## src/rtl/gregorian_to_mjd_macros.svh

```systemverilog
// Assertion macros for the Gregorian date to MJD converter
`ifndef GREGORIAN_TO_MJD_MACROS_SVH
`define GREGORIAN_TO_MJD_MACROS_SVH

`ifndef SYNTHESIS

// Same-cycle implication, disabled during reset
`define GTM_ASSERT_IMPL(label, clk, rst_n, ante, cons) \
    label: assert property (@(posedge clk) disable iff (!(rst_n)) (ante) |-> (cons)) \
        else $error("assertion failed: same-cycle implication");

// Next-cycle implication, disabled during reset
`define GTM_ASSERT_NEXT(label, clk, rst_n, ante, cons) \
    label: assert property (@(posedge clk) disable iff (!(rst_n)) (ante) |=> (cons)) \
        else $error("assertion failed: next-cycle implication");

`else

`define GTM_ASSERT_IMPL(label, clk, rst_n, ante, cons)
`define GTM_ASSERT_NEXT(label, clk, rst_n, ante, cons)

`endif

`endif

```

## src/rtl/gtm_pkg.sv

```systemverilog
// Shared types, constants and table functions for the Gregorian date to MJD converter
`default_nettype none

package gtm_pkg;

    localparam int YEAR_W  = 16;
    localparam int MONTH_W = 4;
    localparam int DAY_W   = 5;
    localparam int HOUR_W  = 5;
    localparam int MIN_W   = 6;
    localparam int SEC_W   = 6;
    localparam int MJD_W   = 25;
    localparam int STAT_W  = 2;

    // Status codes
    localparam logic [STAT_W-1:0] STAT_OK        = 2'd0;
    localparam logic [STAT_W-1:0] STAT_BAD_YEAR  = 2'd1;
    localparam logic [STAT_W-1:0] STAT_BAD_MONTH = 2'd2;
    localparam logic [STAT_W-1:0] STAT_BAD_DAY   = 2'd3;

    localparam logic signed [YEAR_W-1:0] YEAR_MIN = -16'sd4699;

    // Day and time constants
    localparam logic [17:0] SECS_PER_DAY = 18'd86400;
    localparam logic [17:0] SHIFT_SECS   = 18'd25920;
    localparam logic signed [25:0] MJD_OFFSET = 26'sd2399904;

    // Per-request date result passed between the calc stages
    typedef struct packed {
        logic signed [MJD_W-1:0] mjd;
        logic [STAT_W-1:0]       status;
    } t_date_res;

    // Floor of x/100 by reciprocal multiply; exact for x below 43690
    function automatic logic [9:0] div100(input logic [15:0] x);
        logic [28:0] p;
        p = 29'(x) * 29'd5243;
        return p[28:19];
    endfunction

    // Days in month, February without leap day
    function automatic logic [DAY_W-1:0] month_len(input logic [MONTH_W-1:0] m);
        case (m)
            4'd2:                      month_len = 5'd28;
            4'd4, 4'd6, 4'd9, 4'd11:   month_len = 5'd30;
            default:                   month_len = 5'd31;
        endcase
    endfunction

    // (306*((m+9)%12)+5)/10 for months 1..12
    function automatic logic [8:0] month_offset(input logic [MONTH_W-1:0] m);
        case (m)
            4'd1:    month_offset = 9'd306;
            4'd2:    month_offset = 9'd337;
            4'd3:    month_offset = 9'd0;
            4'd4:    month_offset = 9'd31;
            4'd5:    month_offset = 9'd61;
            4'd6:    month_offset = 9'd92;
            4'd7:    month_offset = 9'd122;
            4'd8:    month_offset = 9'd153;
            4'd9:    month_offset = 9'd184;
            4'd10:   month_offset = 9'd214;
            4'd11:   month_offset = 9'd245;
            4'd12:   month_offset = 9'd275;
            default: month_offset = 9'd0;
        endcase
    endfunction

endpackage

`default_nettype wire

```

## src/rtl/gtm_date_calc.sv

```systemverilog
// Date check and whole-day MJD computation
`default_nettype none

module gtm_date_calc import gtm_pkg::*; (
    input  wire logic signed [YEAR_W-1:0] i_year,
    input  wire logic [MONTH_W-1:0]       i_month,
    input  wire logic [DAY_W-1:0]         i_day,
    output t_date_res                     o_res
);

    logic signed [16:0] ysx;
    logic [16:0]        u_sum;
    logic [9:0]         cent_q;
    logic               cent;
    logic               leap;
    logic [DAY_W-1:0]   len;
    logic               jan_feb;
    logic [16:0]        a_sum;
    logic [16:0]        b_sum;
    logic [26:0]        a_prod;
    logic [24:0]        a_term;
    logic [11:0]        c_prod;
    logic [9:0]         c_term;
    logic signed [25:0] mjd_full;
    logic               bad_year;
    logic               bad_month;
    logic               bad_day;

    assign ysx = {i_year[YEAR_W-1], i_year};

    // Leap rule on year+4800, which keeps the residues and stays positive
    assign u_sum  = 17'(ysx + 17'sd4800);
    assign cent_q = div100(u_sum[15:0]);
    assign cent   = (u_sum[15:0] == 16'(cent_q * 16'd100));
    assign leap   = (i_year[1:0] == 2'b00) && (!cent || (cent_q[1:0] == 2'b00));

    always_comb begin
        len = month_len(i_month);
        if (i_month == 4'd2 && leap) begin
            len = 5'd29;
        end
    end

    // January and February count as months of the previous year
    assign jan_feb = (i_month == 4'd1) || (i_month == 4'd2);
    assign a_sum   = 17'(ysx - 17'(jan_feb) + 17'sd4712);
    assign b_sum   = 17'(ysx - 17'(jan_feb) + 17'sd4900);

    assign a_prod = 27'(a_sum[15:0]) * 27'd1461;
    assign a_term = a_prod[26:2];
    assign c_prod = 12'(div100(b_sum[15:0])) * 12'd3;
    assign c_term = c_prod[11:2];

    assign mjd_full = $signed({1'b0, a_term}) + $signed(26'(month_offset(i_month)))
                    - $signed(26'(c_term)) + $signed(26'(i_day)) - MJD_OFFSET;

    // Status with year before month before day
    assign bad_year  = (i_year < YEAR_MIN);
    assign bad_month = (i_month < 4'd1) || (i_month > 4'd12);
    assign bad_day   = (i_day < 5'd1) || (i_day > len);

    always_comb begin
        o_res.mjd = mjd_full[MJD_W-1:0];
        if (bad_year) begin
            o_res.status = STAT_BAD_YEAR;
            o_res.mjd    = '0;
        end else if (bad_month) begin
            o_res.status = STAT_BAD_MONTH;
            o_res.mjd    = '0;
        end else if (bad_day) begin
            o_res.status = STAT_BAD_DAY;
        end else begin
            o_res.status = STAT_OK;
        end
    end

endmodule

`default_nettype wire

```

## src/rtl/gtm_shift_calc.sv

```systemverilog
// Shifted day number: MJD plus time of day plus 0.3 day, truncated toward zero
`default_nettype none

module gtm_shift_calc import gtm_pkg::*; (
    input  wire t_date_res            i_res,
    input  wire logic [HOUR_W-1:0]    i_hour,
    input  wire logic [MIN_W-1:0]     i_minute,
    input  wire logic [SEC_W-1:0]     i_second,
    output logic signed [MJD_W-1:0]   o_shifted_day
);

    logic [16:0]        secs;
    logic [17:0]        extra;
    logic               carry;
    logic signed [25:0] floor_day;
    logic               round_up;
    logic signed [25:0] trunc_day;

    // Seconds of day plus the 0.3 day offset; always below two days
    assign secs  = 17'(i_hour) * 17'd3600 + 17'(i_minute) * 17'd60 + 17'(i_second);
    assign extra = 18'(secs) + SHIFT_SECS;
    assign carry = (extra >= SECS_PER_DAY);

    // Floor, then step toward zero for a negative total that is not whole days
    assign floor_day = 26'({i_res.mjd[MJD_W-1], i_res.mjd}) + $signed(26'(carry));
    assign round_up  = floor_day[25] && (extra != SECS_PER_DAY);
    assign trunc_day = floor_day + $signed(26'(round_up));

    assign o_shifted_day = (i_res.status == STAT_OK) ? trunc_day[MJD_W-1:0] : '1;

endmodule

`default_nettype wire

```

## src/rtl/gregorian_to_mjd.sv

```systemverilog
// Top level: Gregorian date and UTC time to Modified Julian Date converter
// Usage:
//   A request is taken at a rising edge with i_start high and o_busy low.
//   o_busy is always low, so one request can be given every clock cycle.
//   The request is held in an input register; the date check, MJD and
//   shifted-day logic are combinational between that register and the result
//   register. A request passes through the input register, then the result
//   register, and shows on the result ports with o_done high.
//   Throughput is one result per cycle, set by the single calc pass.
//   o_done is a one-cycle strobe; the receiver cannot stall, so every result
//   must be taken in the cycle it is shown.
//   o_status: 0 ok, 1 bad year, 2 bad month, 3 bad day. o_day_number is zero
//   for a bad year or month; o_shifted_day is -1 for any status but ok.
//   Synchronous reset clears the request and result strobes; no request in
//   flight at reset produces a result.
`default_nettype none

`include "gregorian_to_mjd_macros.svh"

module gregorian_to_mjd import gtm_pkg::*; (
    input  wire logic                     i_clk,
    input  wire logic                     i_rst_n,
    input  wire logic                     i_start,
    output logic                          o_busy,
    input  wire logic signed [YEAR_W-1:0] i_year,
    input  wire logic [MONTH_W-1:0]       i_month,
    input  wire logic [DAY_W-1:0]         i_day,
    input  wire logic [HOUR_W-1:0]        i_hour,
    input  wire logic [MIN_W-1:0]         i_minute,
    input  wire logic [SEC_W-1:0]         i_second,
    output logic                          o_done,
    output logic signed [MJD_W-1:0]       o_day_number,
    output logic signed [MJD_W-1:0]       o_shifted_day,
    output logic [STAT_W-1:0]             o_status
);

    logic                      r_in_vld;
    logic signed [YEAR_W-1:0]  r_year;
    logic [MONTH_W-1:0]        r_month;
    logic [DAY_W-1:0]          r_day;
    logic [HOUR_W-1:0]         r_hour;
    logic [MIN_W-1:0]          r_minute;
    logic [SEC_W-1:0]          r_second;

    logic                      r_done;
    logic signed [MJD_W-1:0]   r_day_number;
    logic signed [MJD_W-1:0]   r_shifted_day;
    logic [STAT_W-1:0]         r_status;

    t_date_res                 date_res;
    logic signed [MJD_W-1:0]   n_shifted_day;
    logic                      accept;

    assign o_busy = 1'b0;
    assign accept = i_start && !o_busy;

    // Input register
    always_ff @(posedge i_clk) begin
        if (!i_rst_n) begin
            r_in_vld <= 1'b0;
        end else begin
            r_in_vld <= accept;
        end
        if (accept) begin
            r_year   <= i_year;
            r_month  <= i_month;
            r_day    <= i_day;
            r_hour   <= i_hour;
            r_minute <= i_minute;
            r_second <= i_second;
        end
    end

    // Calc pass
    gtm_date_calc u_date (
        .i_year  (r_year),
        .i_month (r_month),
        .i_day   (r_day),
        .o_res   (date_res)
    );

    gtm_shift_calc u_shift (
        .i_res         (date_res),
        .i_hour        (r_hour),
        .i_minute      (r_minute),
        .i_second      (r_second),
        .o_shifted_day (n_shifted_day)
    );

    // Result register
    always_ff @(posedge i_clk) begin
        if (!i_rst_n) begin
            r_done <= 1'b0;
        end else begin
            r_done <= r_in_vld;
        end
        if (r_in_vld) begin
            r_day_number  <= date_res.mjd;
            r_shifted_day <= n_shifted_day;
            r_status      <= date_res.status;
        end
    end

    assign o_done        = r_done;
    assign o_day_number  = r_day_number;
    assign o_shifted_day = r_shifted_day;
    assign o_status      = r_status;

    // Checks
    `GTM_ASSERT_NEXT(a_req_in_flight, i_clk, i_rst_n, accept, r_in_vld)
    `GTM_ASSERT_NEXT(a_done_follows, i_clk, i_rst_n, r_in_vld, o_done)
    `GTM_ASSERT_NEXT(a_no_spurious_done, i_clk, i_rst_n, !r_in_vld, !o_done)
    `GTM_ASSERT_IMPL(a_bad_shift, i_clk, i_rst_n, o_done && (o_status != STAT_OK), o_shifted_day == -25'sd1)
    `GTM_ASSERT_IMPL(a_bad_zero, i_clk, i_rst_n, o_done && ((o_status == STAT_BAD_YEAR) || (o_status == STAT_BAD_MONTH)), o_day_number == 25'sd0)

endmodule

`default_nettype wire

```

## config.mk

```make
export PLATFORM = sky130hd
export DESIGN_NAME = gregorian_to_mjd
export DESIGN_NICKNAME = d
export VERILOG_FILES = /design/src/rtl/gtm_pkg.sv /design/src/rtl/gtm_date_calc.sv /design/src/rtl/gtm_shift_calc.sv /design/src/rtl/gregorian_to_mjd.sv
export VERILOG_INCLUDE_DIRS = /design/src /design/src/rtl
export SDC_FILE = /design/constraint.sdc
export NUM_CORES = 1
export LEC_CHECK = 0
export BUFFER_PORTS_ARGS = -buffer_cell sky130_fd_sc_hd__buf_2
export CAP_MARGIN = 40
export CORE_MARGIN = 4
export CORE_UTILIZATION = 55
export DETAILED_ROUTE_END_ITERATION = 8
export PLACE_DENSITY = 0.81
export REMOVE_ABC_BUFFERS = 1
export SETUP_SLACK_MARGIN = 0.15
export SLEW_MARGIN = 0
export SYNTH_ARGS = -nofsm -noshare
export SYNTH_HDL_FRONTEND = slang
export SYNTH_SLANG_ARGS = --single-unit
```

## constraint.sdc

```tcl
create_clock -name i_clk -period 43.9 [get_ports i_clk]
set_clock_uncertainty 0.2 [all_clocks]
set_input_delay 0 -clock i_clk [delete_from_list [all_inputs] [get_ports i_clk]]
set_output_delay 0 -clock i_clk [all_outputs]
set_load 0.005 [all_outputs]
```

After elaboration in Yosys (flattened, before gate mapping) --
Memory sizes are Yosys's and may differ from the RTL's. A register that Yosys moved wholly into a read port is not among the register bits. Index checks and enable logic that the tools add are counted.
Storage, ports and cells: memory bits (read-only) 144, input port bits 45, output and inout port bits 54, logic and storage cells 65, register bits after elaboration 96, memories kept 1
Operators by class: multiplexer cells 7, multiply operators 7, equal/unequal tests 8, reductions and logical operators 12, add/subtract/negate cells 13, order comparisons 6
Memories:
- (name not given) | depth 16, bits a word 9, rd ports 1, clocked after memory_dff 1, write ports 0, line gtm_pkg.sv:52 | case (m)
Operators with widths (count):
- multiplier 16 x 13 -> 29 bit (second input constant) | 2
- adder 16 x 13 -> 16 bit (second input constant) | 2
- multiplier 16 x 11 -> 27 bit (second input constant) | 1
- two-way mux 27 bit | 1
- adder 25 x 2 -> 26 bit | 1
- adder 25 x 2 -> 25 bit | 1
- adder 25 x 6 -> 25 bit | 1
- adder 25 x 9 -> 25 bit | 1
- two-way mux 25 bit | 1
- subtractor 25 x 11 -> 25 bit | 1
- subtractor 25 x 23 -> 25 bit (second input constant) | 1
- adder 17 x 15 -> 18 bit (second input constant) | 1
- greater-or-equal comparator 18 x 17 -> 1 bit (second input constant) | 1
- inequality test 18 x 17 -> 1 bit (second input constant) | 1
- adder 17 x 12 -> 17 bit | 1
- adder 17 x 6 -> 17 bit | 1
- adder 16 x 14 -> 16 bit (second input constant) | 1
- == test 16 bit | 1
- less-than comparator 16 x 14 -> 1 bit (second input constant) | 1
- subtractor 16 x 2 -> 16 bit | 1
- multiplier 10 x 5 -> 14 bit (second input constant) | 1
- multiplier 5 x 8 -> 13 bit (second input constant) | 1
- multiplier 10 x 2 -> 12 bit (second input constant) | 1
- multiplier 6 x 4 -> 10 bit (second input constant) | 1
- 16 further kinds | 27

Longest topological paths before layout --
Gate-level depths: netlist (run 1).
depth in word-level cells 17, depth in mapped cells 72, gate-level depth less buffers 70

Hierarchy --
From an unflattened synthesis (run 1), not the netlist that was laid out.
Second synthesis, totals: cell total of the unflattened synthesis 2349, area total of the unflattened synthesis 22166.3 um^2
Modules (own cells, without submodules):
- gtm_date_calc | instances 1, area each 15971.6 um^2, cells an instance 1815, sequential area each 0.0 um^2
- gtm_shift_calc | instances 1, area each 3308.2 um^2, cells an instance 434, sequential area each 0.0 um^2
- gregorian_to_mjd | instances 1, area each 2886.5 um^2, cells an instance 100, sequential area each 2862.7 um^2

Least setup slack after synthesis (run 1) --
OpenSTA, ideal clock, no wires.
path kind register to register, from register r_month[3], to register r_shifted_day[21] (netlist: o_shifted_day[21]) (data pin), library setup time 0.268 ns, cell stages (with the launch flop) 64, buffers on the path 0, data required time 43.432 ns, setup slack 29.030 ns, period minus slack after synthesis 14.870 ns, arrival 14.402 ns, cell sequence edfxtp_1 or2_2 nor2_1 ha_1 nand2b_1 nand2_1 xnor2_1 inv_1 ha_1 inv_1 o21ai_0 nand3_1 and3_1 nand2b_1 a21boi_0 xnor2_1 inv_1 ha_1 (+28 left out) a211oi_1 nor2_1 a211oi_1 nand3_1 a21o_1 a21oi_1 o21ai_0 a41oi_1 ha_1 and3_1 nand2_1 a211oi_1 nand4b_1 nand4b_1 a21boi_0 o21ai_1 xor2_1 nand2_1
RTL lines:
- start, declared | line gregorian_to_mjd.sv:39 | logic [MONTH_W-1:0] r_month;
- start signal, assigned | line gregorian_to_mjd.sv:66 | r_month <= i_month;
- end signal, assigned | line gregorian_to_mjd.sv:99 | r_shifted_day <= n_shifted_day;
- end, declared | line gregorian_to_mjd.sv:47 | logic signed [MJD_W-1:0] r_shifted_day;

==> results.yml, run 1 <==
logic_synthesis:
  synthesis.area_mm2: 0.0220
  synth_warnings: 0
  avgSynthCellArea_um2: 9.47
  synthFlopType: "edfxtp_1"
  netlist_instances: 2319
  synth-edff-count: 94
  ys_seq_elements: 105
  yosysUniqueCellTypes: 87
  synthArstFlopShare_pct: 0
  ys_seq_area_share_pct: 13.9
worst_setup_path:
  rrSetupSlack_ns: 26.30
  slowest_stage: "xnor2_1"
  worst_ep_required_time_ns: 43.81
  cp-end-kind: "flop"
  criticalPathCategory: "reg2reg"
  crit_top_cell: "ha_1"
  cp_num_buf_inv: 6
  cp_max_fo: 10
  crit_arrival_ns: 17.51
  cp-start-kind: "flop"
  crit_family: "compound AO/OA/AOI/OAI gates"
  max_stage_delay_ns: 0.73
clock_tree:
  path_clk_slew_ns: 0.09
  clkSinkCount: 105
  cts_tree: "done"
  clockRootBuffer: "clkbuf_16"
  clk_latency_ns: 0.40
  htreeDepth: 3
  cts_max_path_buffers: 2
  cts_inserted_buffers: 9
placed_design:
  post-place-ws_ns: 26.50
  dpl.hpwl_mm: 42.7
  gp_congestion: 0.933
  place_area_mm2: 0.0230
  port_buffers: 97
grt:
  grt_pass1_wl_mm: 85.4
  grt_pass1_vias: 18051
  grtUsageTotal_pct: 23.7
  grt_antenna_before_repair: 0
  grt_overflow_total: 0
  grt_max_degree: 48
sta:
  rsz0062_at_grt: "no"
  fmax_mhz: 56.8
  hold_violations: 0
  timing.slew.headroom_pct: 32.4
  maxSlewViolCount: 0
  worst_slack_ns: 26.30
  min_period_ns: 17.60
  post-route-period-util_pct: 40.1
  fin_setup_tns_ns: 0
  setup_violations: 0
  worstMarginPinSlew_ns: 0.998
job:
  drv_cap: 0
final_layout:
  area_growth_pct: 8.27
  final_cell_area_mm2: 0.0238
  register_area_mm2: 0.00304
  diodes: 0
  nFillCells: 3184
  multi_input_area_mm2: 0.0170
  nets: 3162
  drive_gt1_share_pct: 6.86
detailed_routing:
  drc: 0
  route.detailed.wl_per_inst_um: 17.1
  drt-met1-wl_mm: 20.5
  ant_nets: 0
  viasPerCell: 5.66
  top_layer: "met4"
  first_pass_iters: 5
  drt-total-wl_mm: 50.6
  wl_met2_mm: 26.0
  routed-wl-met3_mm: 2.38
  vias: 16781
  drt_iter0_markers: 911
die:
  die_y_um: 208
  rows: 72
  initial_utilization_pct: 56.2
  io_pins: 99
  die-area_mm2: 0.0432
  core_mm2: 0.0391
  dieWidth_um: 208
run_status:
  status: "finished, final reports clean"
min_path:
  hold_class: "in2reg"
## state kept, by name, indices dropped and copies added (netlist names), named ones only
register / flops
r_hour: 5
r_minute: 6
r_second: 6
r_day: 5
o_status: 2
r_in_vld: 1
o_done: 1
o_day_number: 25
o_shifted_day: 25
r_month: 4
r_year: 16
## cell usage after synthesis, types with 4 or more instances
master | count | area share (%)
inv_1 | 473 | 8.1
ha_1 | 437 | 25
fa_1 | 236 | 22
xnor2_1 | 134 | 5.3
a21oi_1 | 100 | 2.3
edfxtp_1 | 94 | 13
nand2_1 | 94 | 1.6
nor2_1 | 82 | 1.4
xor2_1 | 67 | 2.7
o21ai_0 | 58 | 1.3
nand3_1 | 43 | 0.98
a21o_1 | 38 | 1.3
nor3_1 | 37 | 0.84
and2_1 | 27 | 0.77
clkbuf_1 | 26 | 0.44
nand2b_1 | 24 | 0.68
o211ai_1 | 24 | 0.82
o21bai_1 | 21 | 0.72
nor2b_1 | 20 | 0.57
o21a_1 | 16 | 0.55
and3_1 | 15 | 0.43
or3_1 | 15 | 0.43
a211oi_1 | 14 | 0.48
a31oi_1 | 14 | 0.40
mux2i_1 | 12 | 0.55
nor4_1 | 12 | 0.34
dfxtp_1 | 11 | 1.0
or2_2 | 11 | 0.31
nand4_1 | 10 | 0.28
nand4b_1 | 10 | 0.40
o31ai_1 | 10 | 0.34
buf_2 | 8 | 0.18
a21boi_0 | 7 | 0.24
and4_1 | 7 | 0.28
a211o_1 | 6 | 0.24
a31o_2 | 6 | 0.24
or4_1 | 6 | 0.21
o21ai_1 | 5 | 0.11
a311oi_1 | 4 | 0.16
nor4b_1 | 4 | 0.16
o2111ai_1 | 4 | 0.16
o22ai_1 | 4 | 0.11
o31a_1 | 4 | 0.16
## logic make-up after synthesis
group                    synth area share [%]
AO/OA/AOI/OAI                            11.4
XOR/XNOR                                 8.09
adder cells (fa/ha/maj)                  46.4
buffers and inverters                    8.80
flip-flops                               13.9
multiplexers                            0.650
other                                  0.0171
AND/OR/NAND/NOR                          10.8
## what timing repair did
action / 4_1_cts / 5_1_grt
gates resized for setup: 0 / 0
hold buffers: 43 / 0
buffers inserted: 0 / 0
hold endpoints to repair: 49 / 0
## placed cells by master, fill, tap and decap left out, types with 27 or more instances in the layout
| master | count |
|---|---|
| inv_1 | 473 |
| ha_1 | 437 |
| fa_1 | 236 |
| xnor2_1 | 134 |
| a21oi_1 | 100 |
| buf_2 | 99 |
| nand2_1 | 94 |
| edfxtp_1 | 94 |
| nor2_1 | 82 |
| xor2_1 | 67 |
| o21ai_0 | 58 |
| nand3_1 | 43 |
| dlygate4sd3_1 | 43 |
| a21o_1 | 38 |
| nor3_1 | 37 |
| and2_1 | 27 |
## metrics by stage
step | hold slack [ns] | instances | util [%]
after CTS | 0.0833 | 2966 | 60.8
after floorplan | -0.101 | 2282 | -
final | 0.101 | 2967 | 60.8
after global routing | 0.108 | 2967 | 60.8
after detailed placement | -0.0219 | 2907 | 58.9
after global placement | -0.0238 | 2902 | 58.7
## worst paths after layout
path	startpoint	to	depth (start not counted)
worst max-delay path	r_month[3]	o_shifted_day[21]	64
worst min-delay path	i_start	r_second[1]	2
worst min register to register	r_in_vld	o_day_number[21]	0
worst max register to register	r_month[3]	o_shifted_day[21]	64
## final cells by class
cell class	instances	share of cell area [%]
inverter	473	7.47
multi-input combinational	1704	71.4
timing repair buffer	151	4.23
clock inverter	7	0.384
sequential	105	12.8
tap	518	2.73
clock buffer	9	0.948
## layer usage
layer  global-route usage (%)  vias up
met2                     43.2      435
met5                        0        -
met1                     28.2     8219
met3                     3.82      107
met4                     8.22        0
li1                         -     8020
## worst reg2reg max path, delay by kind of cell (launching register included)
| kind | cells | cell delay [ns] |
|---|---|---|
| adder cells (fa/ha/maj) | 13 | 4.82 |
| AND/OR/NAND/NOR | 15 | 3.01 |
| buffers and inverters | 6 | 0.82 |
| XOR/XNOR | 5 | 1.81 |
| flip-flops | 1 | 0.45 |
| AO/OA/AOI/OAI | 25 | 6.23 |
Power of run 1 is left out: the tool's default activity adds up to more than one toggle a clock period on the data nets, which glitch-free logic cannot reach.
==> run 2, diff against run 1 <==
==> constraint.sdc (replaced) <==
create_clock -name i_clk -period 17.5 [get_ports i_clk]
set_clock_uncertainty 0.2 [all_clocks]
set_input_delay 0 -clock i_clk [delete_from_list [all_inputs] [get_ports i_clk]]
set_output_delay 0 -clock i_clk [all_outputs]
set_load 0.005 [all_outputs]
==> results.yml, run 2 (synthesized netlist as in run 1, its figures left out) <==
grt:
  grt_pass1_vias: 17564
  grtUsageTotal_pct: 23.2
  grt_overflow_total: 0
  grt_antenna_before_repair: 0
  grt_max_degree: 54
  grt_pass1_wl_mm: 83.6
sta:
  maxSlewViolCount: 0
  worstMarginPinSlew_ns: 0.888
  timing.slew.headroom_pct: 40.4
  setup_violations: 0
  hold_violations: 0
  post-route-period-util_pct: 93.5
  fmax_mhz: 61.1
  fin_setup_tns_ns: 0
  worst_slack_ns: 1.13
  rsz0062_at_grt: "no"
  min_period_ns: 16.37
  holdWs_ns: 0.103
worst_setup_path:
  worst_ep_required_time_ns: 17.41
  reg2reg_to: "o_shifted_day[21]"
  slowest_stage: "fa_1"
  max_stage_delay_ns: 0.52
  timing.rr.start: "r_month[3]"
  cp_max_fo: 9
  cp-end-kind: "flop"
  r2r_cells: 64
  crit_arrival_ns: 16.28
  cp-start-kind: "flop"
  rrSetupSlack_ns: 1.13
  crit_top_cell: "ha_1"
  criticalPathCategory: "reg2reg"
run_status:
  status: "finished, final reports clean"
final_layout:
  final_core_util_pct: 61.0
  layout.cells.most_common: "inv_1"
  nets: 3164
  register_area_mm2: 0.00304
  diodes: 0
  multi_input_area_mm2: 0.0170
  area_growth_pct: 8.57
  nFillCells: 3167
  layout_common_cells: "inv_1, ha_1, fa_1, xnor2_1"
  drive_gt1_share_pct: 7.34
clock_tree:
  cts_inserted_buffers: 9
  htreeDepth: 3
  path_clk_slew_ns: 0.09
  clk_latency_ns: 0.40
  clockRootBuffer: "clkbuf_16"
  cts_max_path_buffers: 2
  clkSinkCount: 105
  cts_tree: "done"
die:
  core_mm2: 0.0391
  dieWidth_um: 208
  initial_utilization_pct: 56.2
  die-area_mm2: 0.0432
  rows: 72
  io_pins: 99
  die_y_um: 208
job:
  drv_cap: 0
detailed_routing:
  ant_nets: 0
  drt_iter0_markers: 908
  viasPerCell: 5.60
  first_pass_iters: 5
  drc: 0
  drt-total-wl_mm: 49.7
  route.detailed.wl_per_inst_um: 16.7
  vias: 16636
min_path:
  hold_path_end: "r_day[0]"
  hold_class: "in2reg"
  min_from: "i_day[0]"
  hold_depth: 2
placed_design:
  gp_congestion: 0.926
  dpl.hpwl_mm: 42.2
  post-place-ws_ns: 0.476
  port_buffers: 97
## run 2: metrics by stage
stage	cells	cell area, um2
after floorplan	2282	21800
after global placement	2906	23000
after detailed placement	2910	23000
after CTS	2969	23800
after global routing	2969	23800
final	2969	23800
## run 2: critical path, delay by kind of cell (launching register included)
family	cells	cell delay (ns)
and+or+nand+nor	18	3.33
xor gates and xnor gates	5	1.23
DFF	1	0.45
adders and majority gates	13	4.63
AOI/OAI and AO/OA	23	5.61
buffers and inverters	5	0.59
## run 2: worst max path at each step
stage                     startpoint                end  cells past startpoint
after floorplan           r_month[3]  o_shifted_day[21]                     63
after global placement    r_month[3]  o_shifted_day[21]                     57
final                     r_month[3]  o_shifted_day[21]                     64
after detailed placement  r_month[3]  o_shifted_day[21]                     62
after CTS                 r_month[3]  o_shifted_day[21]                     62
after global routing      r_month[3]  o_shifted_day[21]                     66
## run 2: metal layers
metal  GRT usage, %  up-vias  wire [um]
met5              0        -          0
met4           7.52        0       1400
met2           42.3      403      25600
met3           2.99       87       1950
li1               -     8031          -
met1           28.4     8115      20800
## run 2: final cells by class
type / count / share of cell area, %
Multi-Input combinational cell: 1704 / 71.5
Sequential cell: 105 / 12.8
Inverter: 473 / 7.45
Timing Repair Buffer: 153 / 4.23
Tap cell: 518 / 2.72
Clock buffer: 9 / 0.945
Clock inverter: 7 / 0.373
## run 2: repair_timing
action,4_1_cts,5_1_grt
setup buffers,0,0
gates resized for setup,0,12
hold endpoints to repair,50,0
setup endpoints to repair,0,12
hold buffers,43,0
Power of run 2 is left out for the same reason.
==> run 3, diff against run 2 <==
--- a/config.mk
+++ b/config.mk
@@ -6,6 +6,7 @@
 export SDC_FILE = /design/constraint.sdc
 export NUM_CORES = 1
 export LEC_CHECK = 0
+export ABC_AREA = 1
 export BUFFER_PORTS_ARGS = -buffer_cell sky130_fd_sc_hd__buf_2
 export CAP_MARGIN = 40
 export CORE_MARGIN = 4
@@ -14,7 +15,8 @@
 export PLACE_DENSITY = 0.81
 export REMOVE_ABC_BUFFERS = 1
 export SETUP_SLACK_MARGIN = 0.15
-export SLEW_MARGIN = 0
+export SKIP_CTS_REPAIR_TIMING = 1
+export SLEW_MARGIN = 20
 export SYNTH_ARGS = -nofsm -noshare
 export SYNTH_HDL_FRONTEND = slang
 export SYNTH_SLANG_ARGS = --single-unit
==> results.yml, run 3 <==
detailed_routing:
  route.detailed.wl_per_inst_um: 15.1
  drt-total-wl_mm: 53.8
  drc: 0
  viasPerCell: 5.26
  vias: 18760
  drt_iter0_markers: 1078
  first_pass_iters: 5
  ant_nets: 0
placed_design:
  gp_congestion: 0.942
  port_buffers: 97
  dpl.hpwl_mm: 46.4
sta:
  fmax_mhz: 66.0
  timing.slew.headroom_pct: 46.0
  maxSlewViolCount: 0
  rsz0062_at_grt: "no"
  min_period_ns: 15.14
  fin_setup_tns_ns: 0
  setup_violations: 0
  worstMarginPinSlew_ns: 0.808
  hold_violations: 0
  post-route-period-util_pct: 86.5
min_path:
  hold_class: "in2reg"
clock_tree:
  clkSinkCount: 105
  clk_latency_ns: 0.39
  cts_tree: "done"
  htreeDepth: 3
  cts_inserted_buffers: 9
  path_clk_slew_ns: 0.09
  clockRootBuffer: "clkbuf_16"
  cts_max_path_buffers: 2
logic_synthesis:
  yosys-top-cells-area: "ha_1, fa_1, edfxtp_1"
  synth_top_area_share_pct: 23.7
  ys_seq_elements: 105
  yosys-top-cells-count: "inv_1, nand2_1, ha_1"
  netlist_instances: 2881
  yosys.area.top_type: "ha_1"
  synth-edff-count: 94
  synth_warnings: 0
  avgSynthCellArea_um2: 8.00
  synthArstFlopShare_pct: 0
  ys_seq_area_share_pct: 13.2
  synthesis.area_mm2: 0.0231
  yosysUniqueCellTypes: 58
  synthFlopType: "edfxtp_1"
  synth.most_common_cell: "inv_1"
final_layout:
  diodes: 0
  area_growth_pct: 8.00
  drive_gt1_share_pct: 6.73
  layout.cells.most_common: "inv_1"
  nets: 3745
  layout_common_cells: "inv_1, nand2_1, ha_1, fa_1, nand3_1"
  multi_input_area_mm2: 0.0173
  nFillCells: 3552
  register_area_mm2: 0.00304
worst_setup_path:
  worst_ep_required_time_ns: 17.44
  cp-start-kind: "flop"
  cp_max_fo: 7
  max_stage_delay_ns: 0.58
  criticalPathCategory: "reg2reg"
  crit_arrival_ns: 15.09
  slowest_stage: "fa_1"
  cp-end-kind: "flop"
  crit_top_cell: "nand2_1"
die:
  rows: 74
  die_y_um: 213
  initial_utilization_pct: 56.1
  die-area_mm2: 0.0453
  core_mm2: 0.0411
  io_pins: 99
  dieWidth_um: 213
run_status:
  status: "finished, final reports clean"
grt:
  grtUsageTotal_pct: 24.1
  grt_antenna_before_repair: 0
  grt_pass1_wl_mm: 89.5
  grt_overflow_total: 0
  grt_max_degree: 50
  grt_pass1_vias: 19036
job:
  drv_cap: 0
run 3: metrics by stage:
| stage | setup WS (ns) | instances | area (um2) | util [%] | hold WS, ns |
|---|---|---|---|---|---|
| floorplan | 4.66 | 2872 | 23000 | - | -0.107 |
| global placement | 2.90 | 3504 | 24200 | 58.8 | -0.0242 |
| global route | 0.988 | 3564 | 24900 | 60.6 | 0.0737 |
| detailed placement | 2.53 | 3504 | 24200 | 58.8 | -0.0219 |
| finish | 2.36 | 3564 | 24900 | 60.6 | 0.0281 |
| CTS | 2.48 | 3520 | 24500 | 59.5 | -0.443 |
run 3: logic make-up (layout without fill, tap and decap cells):
group           after synthesis  count (layout)  synth area share [%]
simple gates                980             980                  18.8
compound gates              256             256                  6.27
fa+ha+maj                   673             673                  44.2
flops                       105             105                  13.2
other cells                   1               1                0.0163
buf+inv                     720             871                  11.9
xor+xnor                    146             146                  5.68
run 3: routing by layer:
metal / part of all wire [%] / global-route usage (%)
met3: 5.5 / 4.45
met1: 44 / 31.8
met5: 0 / 0
met4: 1.3 / 4.53
met2: 49 / 42.0
run 3: final timing paths:
kind                    from           endpoint  slack (ns)  cells after the start
setup reg to reg  r_month[3]  o_shifted_day[24]        2.36                     80
hold reg to reg     r_in_vld             o_done        0.31                      2
setup / recovery  r_month[3]  o_shifted_day[24]        2.36                     80
hold / removal       i_start           r_in_vld        0.03                      4
run 3: critical path: cells and delay by family, from the launching register on:
family	cells	cell delay (ns)
xor gates and xnor gates	4	1.34
adders and majority gates	15	5.59
and+or+nand+nor	40	4.54
AOI/OAI and AO/OA	8	1.54
DFF	1	0.43
buffers and inverters	13	1.22
run 3: cell type report:
class | count | share of cell area [%]
sequential | 105 | 12.2
inverter | 711 | 10.7
clock buffer | 10 | 0.960
clock inverter | 6 | 0.226
tap | 532 | 2.67
timing repair buffer | 144 | 3.80
multi-input combinational | 2056 | 69.4
Power of run 3 is left out for the same reason.
